==> config.mk <==
export PLATFORM = sky130hd
export DESIGN_NAME = audio_rms_peak_meter_core
export DESIGN_NICKNAME = d
export VERILOG_FILES = /design/src/rtl/core/arpm_pkg.sv /design/src/rtl/core/audio_rms_peak_meter_core.sv /design/src/rtl/core/arpm_ctrl.sv /design/src/rtl/core/arpm_dp.sv
export SDC_FILE = /design/constraint.sdc
export NUM_CORES = 2
export LEC_CHECK = 0
export BUFFER_PORTS_ARGS = -buffer_cell sky130_fd_sc_hd__buf_2
export CAP_MARGIN = 10
export CELL_PAD_IN_SITES_DETAIL_PLACEMENT = 1
export CELL_PAD_IN_SITES_GLOBAL_PLACEMENT = 1
export CORE_AREA = 10 10 347 248
export DETAILED_ROUTE_END_ITERATION = 16
export DIE_AREA = 0 0 357 258
export PLACE_DENSITY = 0.77
export SYNTH_ARGS = -nofsm -noshare
export SYNTH_HDL_FRONTEND = slang
export SYNTH_HIERARCHICAL = 1
export SYNTH_SLANG_ARGS = --single-unit
==> constraint.sdc <==
create_clock -name clk_i -period 6.79 [get_ports clk_i]
set_input_delay 1.0185 -clock clk_i [delete_from_list [all_inputs] [get_ports clk_i]]
set_output_delay 1.0185 -clock clk_i [all_outputs]
set_load 0.02 [all_outputs]
==> src/rtl/core/arpm_pkg.sv <==
// Shared types and constants for the RMS / peak level meter.
// No dependencies.
package arpm_pkg;

  localparam int unsigned RAW_W      = 32;
  localparam int unsigned SHIFT      = 8;
  localparam int unsigned SAMPLE_W   = RAW_W - SHIFT;  // 24-bit audio sample
  localparam int unsigned SQUARE_W   = 47;             // holds 2**46, the largest square
  localparam int unsigned MEAN_W     = 48;             // even width for the root recurrence
  localparam int unsigned ROOT_STEPS = MEAN_W / 2;
  localparam int unsigned COUNT_W    = 9;

  typedef struct packed {
    logic signed [RAW_W-1:0] raw_word;
    logic                    window_end;
  } in_t;

  typedef struct packed {
    logic [SAMPLE_W-1:0] rms_level;
    logic [SAMPLE_W-1:0] peak_level;
    logic [COUNT_W-1:0]  window_count;
  } out_t;

  // Controller to datapath
  typedef struct packed {
    logic take;        // register sample magnitude, peak, tally
    logic square;      // register mag * mag
    logic accum;       // add square to running sum
    logic div_init;
    logic div_step;
    logic sqrt_init;
    logic sqrt_step;
    logic load_out;    // load result register, clear window state
  } cmd_t;

  // Datapath to controller
  typedef struct packed {
    logic close;       // last taken item closes the window
  } stat_t;

endpackage

==> src/rtl/core/audio_rms_peak_meter_core.sv <==
// Channel   Dir  Handshake                  Payload
// in        in   in_valid_i / in_ready_o    arpm_pkg::in_t  (raw_word, window_end)
// out       out  out_valid_o / out_ready_i  arpm_pkg::out_t (rms_level, peak_level, window_count)
//
// An item that does not close its window goes through magnitude, square and accumulate steps.
// An item that closes the window then runs the bit-serial divider over SUM_W bits and the
// 2-bit-per-step root (SUM_W = 47 + clog2(WINDOW_MAX+1)).
// The result register lets intake resume while a result waits; a full result register
// stalls only the next window close. Reset clears window state and the sequencer.
module audio_rms_peak_meter_core #(
  parameter int unsigned WINDOW_MAX = 256
) (
  input  logic           clk_i,
  input  logic           rst_ni,
  input  logic           in_valid_i,
  output logic           in_ready_o,
  input  arpm_pkg::in_t  in_data_i,
  output logic           out_valid_o,
  input  logic           out_ready_i,
  output arpm_pkg::out_t out_data_o
);
  import arpm_pkg::*;

  cmd_t  cmd;
  stat_t stat;

  arpm_ctrl #(.WINDOW_MAX(WINDOW_MAX)) u_ctrl (
    .clk_i       (clk_i),
    .rst_ni      (rst_ni),
    .in_valid_i  (in_valid_i),
    .in_ready_o  (in_ready_o),
    .out_valid_o (out_valid_o),
    .out_ready_i (out_ready_i),
    .cmd_o       (cmd),
    .stat_i      (stat)
  );

  arpm_dp #(.WINDOW_MAX(WINDOW_MAX)) u_dp (
    .clk_i      (clk_i),
    .rst_ni     (rst_ni),
    .in_data_i  (in_data_i),
    .cmd_i      (cmd),
    .stat_o     (stat),
    .out_data_o (out_data_o)
  );

endmodule

==> src/rtl/core/arpm_ctrl.sv <==
// Sequencer for the level meter: item intake, divide and root steps, result hand-off.
// Depends on arpm_pkg.
module arpm_ctrl #(
  parameter int unsigned WINDOW_MAX = 256
) (
  input  logic           clk_i,
  input  logic           rst_ni,
  input  logic           in_valid_i,
  output logic           in_ready_o,
  output logic           out_valid_o,
  input  logic           out_ready_i,
  output arpm_pkg::cmd_t cmd_o,
  input  arpm_pkg::stat_t stat_i
);
  import arpm_pkg::*;

  localparam int unsigned CW    = $clog2(WINDOW_MAX + 1);
  localparam int unsigned SUM_W = SQUARE_W + CW;
  localparam int unsigned CNT_W = $clog2(SUM_W);

  typedef enum logic [3:0] {
    S_IDLE, S_SQUARE, S_ACCUM, S_DIV_INIT, S_DIV, S_SQRT_INIT, S_SQRT, S_FINISH
  } state_e;

  state_e           state_q;
  logic [CNT_W-1:0] cnt_q;
  logic             out_valid_q;
  logic             load_ok;

  assign load_ok     = !out_valid_q || out_ready_i;
  assign in_ready_o  = (state_q == S_IDLE);
  assign out_valid_o = out_valid_q;

  always_comb begin
    cmd_o           = '0;
    cmd_o.take      = (state_q == S_IDLE) && in_valid_i;
    cmd_o.square    = (state_q == S_SQUARE);
    cmd_o.accum     = (state_q == S_ACCUM);
    cmd_o.div_init  = (state_q == S_DIV_INIT);
    cmd_o.div_step  = (state_q == S_DIV);
    cmd_o.sqrt_init = (state_q == S_SQRT_INIT);
    cmd_o.sqrt_step = (state_q == S_SQRT);
    cmd_o.load_out  = (state_q == S_FINISH) && load_ok;
  end

  always_ff @(posedge clk_i or negedge rst_ni) begin
    if (!rst_ni) begin
      state_q     <= S_IDLE;
      cnt_q       <= '0;
      out_valid_q <= 1'b0;
    end else begin
      if (out_ready_i) begin
        out_valid_q <= 1'b0;
      end
      unique case (state_q)
        S_IDLE: begin
          if (in_valid_i) begin
            state_q <= S_SQUARE;
          end
        end
        S_SQUARE: state_q <= S_ACCUM;
        S_ACCUM: begin
          state_q <= stat_i.close ? S_DIV_INIT : S_IDLE;
        end
        S_DIV_INIT: begin
          cnt_q   <= '0;
          state_q <= S_DIV;
        end
        S_DIV: begin
          cnt_q <= cnt_q + 1'b1;
          if (cnt_q == CNT_W'(SUM_W - 1)) begin
            state_q <= S_SQRT_INIT;
          end
        end
        S_SQRT_INIT: begin
          cnt_q   <= '0;
          state_q <= S_SQRT;
        end
        S_SQRT: begin
          cnt_q <= cnt_q + 1'b1;
          if (cnt_q == CNT_W'(ROOT_STEPS - 1)) begin
            state_q <= S_FINISH;
          end
        end
        S_FINISH: begin
          if (load_ok) begin
            out_valid_q <= 1'b1;
            state_q     <= S_IDLE;
          end
        end
        default: state_q <= S_IDLE;
      endcase
    end
  end

endmodule

==> src/rtl/core/arpm_dp.sv <==
// Datapath for the level meter: magnitude, square, sum, restoring divider,
// digit-by-digit square root and the result register. Depends on arpm_pkg.
module arpm_dp #(
  parameter int unsigned WINDOW_MAX = 256
) (
  input  logic            clk_i,
  input  logic            rst_ni,
  input  arpm_pkg::in_t   in_data_i,
  input  arpm_pkg::cmd_t  cmd_i,
  output arpm_pkg::stat_t stat_o,
  output arpm_pkg::out_t  out_data_o
);
  import arpm_pkg::*;

  localparam int unsigned CW    = $clog2(WINDOW_MAX + 1);
  localparam int unsigned SUM_W = SQUARE_W + CW;
  localparam int unsigned RR_W  = SAMPLE_W + 1;  // root remainder stays <= 2 * root

  // window state
  logic [SAMPLE_W-1:0]   mag_q, peak_q;
  logic [CW-1:0]         tally_q;
  logic                  close_q;
  logic [2*SAMPLE_W-1:0] sq_q;
  logic [SUM_W-1:0]      sum_q;

  // divider
  logic [SUM_W-1:0]      dvd_q;   // dividend shifts out, quotient shifts in
  logic [CW-1:0]         rem_q;

  // square root
  logic [MEAN_W-1:0]     x_q;
  logic [RR_W-1:0]       rr_q;
  logic [SAMPLE_W-1:0]   root_q;

  out_t                  out_q;

  logic [SAMPLE_W-1:0]   sample, mag;
  logic [CW-1:0]         tally_nxt;
  logic [CW:0]           trial;
  logic                  div_ge;
  logic [CW:0]           div_diff;
  logic [RR_W+1:0]       rr_shift, rr_trial, rr_diff;
  logic                  root_ge;
  logic [CW+COUNT_W-1:0] count_ext;

  assign sample    = in_data_i.raw_word[RAW_W-1:SHIFT];
  // two's complement magnitude; the most negative sample maps to 2**23
  assign mag       = sample[SAMPLE_W-1] ? (~sample + 1'b1) : sample;
  assign tally_nxt = tally_q + 1'b1;

  assign trial     = {rem_q, dvd_q[SUM_W-1]};
  assign div_ge    = trial >= {1'b0, tally_q};
  assign div_diff  = trial - {1'b0, tally_q};

  assign rr_shift  = {rr_q, x_q[MEAN_W-1 -: 2]};
  assign rr_trial  = {1'b0, root_q, 2'b01};
  assign root_ge   = rr_shift >= rr_trial;
  assign rr_diff   = rr_shift - rr_trial;

  assign count_ext = {{COUNT_W{1'b0}}, tally_q};

  always_ff @(posedge clk_i or negedge rst_ni) begin
    if (!rst_ni) begin
      peak_q  <= '0;
      tally_q <= '0;
      sum_q   <= '0;
      close_q <= 1'b0;
    end else begin
      if (cmd_i.take) begin
        if (mag > peak_q) begin
          peak_q <= mag;
        end
        tally_q <= tally_nxt;
        close_q <= in_data_i.window_end || (tally_nxt >= CW'(WINDOW_MAX));
      end
      if (cmd_i.accum) begin
        sum_q <= sum_q + SUM_W'(sq_q[SQUARE_W-1:0]);
      end
      if (cmd_i.load_out) begin
        peak_q  <= '0;
        tally_q <= '0;
        sum_q   <= '0;
        close_q <= 1'b0;
      end
    end
  end

  always_ff @(posedge clk_i) begin
    if (cmd_i.take) begin
      mag_q <= mag;
    end
    if (cmd_i.square) begin
      sq_q <= mag_q * mag_q;
    end
    if (cmd_i.div_init) begin
      dvd_q <= sum_q;
      rem_q <= '0;
    end else if (cmd_i.div_step) begin
      dvd_q <= {dvd_q[SUM_W-2:0], div_ge};
      rem_q <= div_ge ? div_diff[CW-1:0] : trial[CW-1:0];
    end
    // mean never exceeds 2**46, so the upper quotient bits are zero
    if (cmd_i.sqrt_init) begin
      x_q    <= dvd_q[MEAN_W-1:0];
      rr_q   <= '0;
      root_q <= '0;
    end else if (cmd_i.sqrt_step) begin
      x_q    <= {x_q[MEAN_W-3:0], 2'b00};
      rr_q   <= root_ge ? rr_diff[RR_W-1:0] : rr_shift[RR_W-1:0];
      root_q <= {root_q[SAMPLE_W-2:0], root_ge};
    end
    if (cmd_i.load_out) begin
      out_q.rms_level    <= root_q;
      out_q.peak_level   <= peak_q;
      out_q.window_count <= count_ext[COUNT_W-1:0];
    end
  end

  assign stat_o.close = close_q;
  assign out_data_o   = out_q;

endmodule

==> metrics.md <==
| Metric | Value |
|---|---|
| Site Rows | 87 |
| # port buffers | 87 |
| Crit Reg-Reg Startpoint | u_dp/mag_q[1]$_DFFE_PP_ |
| DP Area | 0.0404 mm2 |
| Top cells by area, synth | fa_1 (23%), edfxtp_1 (19%), ha_1 (9.5%) |
| Critical Path Source Type | register |
| CTS max path bufs | 3 |
| Synth area leader | fa_1 |
| Reg2reg path depth | 28 |
| Maximum number of pins on one net before global-route repair | 67 |
| Layout cell share with drive strength beyond 1 | 0.179 |
| Clk slew on worst S/H paths | 0.06 ns |
| Ys Warns | 6 |
| Clk_lat worst skew | 0.60 ns |
| Hold Crit Class | input port to asynchronous set/reset pin |
| Violated checks | negative setup slack |
| Fmax | 142 MHz |
| R2R setup slack | -0.25 ns |
| Core area | 0.0797 mm2 |
| Worst Skew | 0.0432 ns |
| GPL Wtd Cong | 0.856 |
| Cells after Synth | 3629 |
| Cell with the most instances after synthesis | inv_1 |
| Seq/Total Area, Yosys | 0.286 |
| Worst Path Max Fanout | 6 |
| Initial Utilization | 0.464 |
| Setup violations, final | 14 |
| FFs w/ async S/R, synth | 0.257 |
| Syn Nets | 4378 |
| CP bufs+invs | 11 |
| Initial antenna violation count | 1 |
| Fin crit period | 7.04 ns |
| Post-Route WL | 103 mm |
| Antenna fix cells | 0 |
| Drt pass-1 iters | 5 |
| CTS tree | built |
| Cell area after layout | 0.0428 mm2 |
| EDFF count, synth | 231 |
| CP max stage cell | fa_2 |
| Post-Syn Area per Cell | 10.2 um2 |
| Max-Cap Viols | 0 |
| I/O Pins | 96 |
| Number of global-route vias before repair | 30500 |
| #FFs+latches synth | 389 |
| Post-DR wirelength/cell | 20.6 um |
| Synth top area share | 0.234 |
| CP peak stage delay | 0.58 ns |
| Filler instances | 8805 |
| Hold WS | 0.446 ns |
| Vias per inst | 5.51 |
| Die area | 0.0921 mm2 |
| Root Buffer Master | clkbuf_16 |
| CTS Buf Count | 42 |
| Rel. slew slack | 0.242 |
| Most used DFF post-synth | edfxtp_1 |
| DR vias | 27500 |
| Unrepaired setup endpoints after global routing | true |
| Post-CTS Hold Fix Bufs | 0 |
| Top cells by instance count after synthesis | inv_1 (668), fa_1 (432), ha_1 (280), nand2_1 (249), edfxtp_1 (231) |
| Die W | 357 um |
| Cell Area, Synth | 0.0370 mm2 |
| Data arrival, critical path | 7.36 ns |
| Kind of cell adding the most delay to the critical path | adder cells |
| HPWL after DPL | 78.8 mm |
| Worst path most repeated cell | fa_1 |
| CP Capture Type | register |
| RR Endpoint | u_dp/sq_q[43]$_DFFE_PP_ |
| Total Neg Setup Slack | -2.27 ns |
| Fin worst setup slack | -0.249 ns |
| Final #Nets | 4647 |
| Post-DRT Antenna Nets | 0 |
| Slew Limit Fails | 0 |
| Setup Crit Path Kind | register to register |
| CTS sink count | 389 |
| Outcome | finished with violations |
| Tot GR Track Use | 0.223 |
| Htree depth | 2 |
| Required @ worst endpoint | 7.12 ns |
| Synth cell types | 95 |
| First-pass GRT wire length | 167 mm |
| Die height | 258 um |
| Drc violations | 0 |
| Syn-to-layout area delta | 15.8% |
| Iteration-0 DRC Markers | 1778 |
| Final period util | 1.04 |
| Final hold vios | 0 |
| Grt ovf | 0 |
| Slew at the pin closest to its max-slew limit | 1.14 ns |
## worst max path at each step
| stage | cells past startpoint | endpoint | startpoint |
|---|---|---|---|
| 2_1_floorplan | 25 | u_dp/sq_q[41]$_DFFE_PP_ | u_dp/mag_q[12]$_DFFE_PP_ |
| 3_3_place_gp | 23 | u_dp/sq_q[46]$_DFFE_PP_ | u_dp/mag_q[8]$_DFFE_PP_ |
| 3_5_place_dp | 24 | u_dp/sq_q[46]$_DFFE_PP_ | u_dp/mag_q[11]$_DFFE_PP_ |
| 4_1_cts | 26 | u_dp/sq_q[43]$_DFFE_PP_ | u_dp/mag_q[11]$_DFFE_PP_ |
| 5_1_grt | 27 | u_dp/sq_q[43]$_DFFE_PP_ | u_dp/mag_q[11]$_DFFE_PP_ |
| 6_report | 28 | u_dp/sq_q[43]$_DFFE_PP_ | u_dp/mag_q[1]$_DFFE_PP_ |
## sequential cells by signal, summed over array words and instances (netlist names), 24 cells and up
register,count
u_dp/mag_q,24
u_dp/sq_q,46
u_dp/dvd_q,56
u_dp/out_data_o,57
u_dp/rr_q,25
u_dp/x_q,48
u_dp/sum_q,56
u_dp/peak_q,24
u_dp/root_q,24
## worst reg2reg max path: cells and delay by family (launching register included)
kind | cells | cell delay [ns]
fa+ha+maj | 8 | 3.88
simple gates | 3 | 0.20
xor+xnor | 1 | 0.14
buf+inv | 11 | 1.19
flops | 1 | 0.41
compound gates | 5 | 0.96
## metal layers
layer  share of wire  up-vias  routed length, um  GRT usage
met3           0.050      142               5150     0.0353
met2            0.47      623              48500      0.365
met1            0.46    14200              47400      0.311
li1                -    12600                  -          -
met5               0        -                  0          0
met4           0.020        0               2030     0.0489
## placed cells by master, fill, tap and decap left out, types with 12 or more instances in the layout
master	count
a21o_1	92
fa_2	12
inv_2	20
buf_2	86
o21a_1	27
nand2_2	16
a21oi_1	123
nor2b_1	28
o21bai_1	18
edfxtp_1	231
buf_4	241
ha_4	15
o21ai_0	89
buf_12	24
clkbuf_16	44
mux2i_1	79
nor2_1	194
dfxtp_1	58
nand3_1	43
dfrtp_1	100
nand2_1	230
clkbuf_1	12
xnor2_1	88
nand4_1	46
fa_1	420
nor3_1	23
mux2_2	105
o311a_1	20
ha_1	264
a211oi_1	34
buf_6	20
nand2b_1	14
or3_1	12
and2_1	127
inv_1	649
xor2_1	49
## layout make-up
class	count	area, um2	share of cell area
multi-input combinational	2419	23900	0.559
inverter	670	2510	0.0587
sequential	389	10600	0.247
clock buffer	59	1190	0.0277
tap	1068	1340	0.0312
clock inverter	19	236	0.00552
timing repair buffer	376	3030	0.0708
## logic make-up after synthesis
logic type / Yosys count / share of synthesized area
buffers and inverters: 821 / 0.0837
flip-flops: 389 / 0.286
AO/OA/AOI/OAI: 571 / 0.108
adder cells (fa/ha/maj): 712 / 0.328
XOR/XNOR: 137 / 0.0324
multiplexers: 185 / 0.0536
AND/OR/NAND/NOR: 814 / 0.108
## metrics by stage
stage	util	instances	worst slack, ns
finish	0.538	5000	-0.249
global route	0.538	5000	-0.437
CTS	0.536	4997	-0.125
detailed placement	0.507	4881	-0.575
global placement	0.507	4881	-0.336
floorplan	-	3629	0.00317
## repair_timing
action,in CTS,in global routing
setup buffers,37,3
gates cloned,1,0
pin swaps,99,17
endpoints found under the setup margin,16,20
resized for setup,129,41
Power is not shown: default switching activity piles up to over one toggle a cycle in this logic, so the estimate is an artifact.
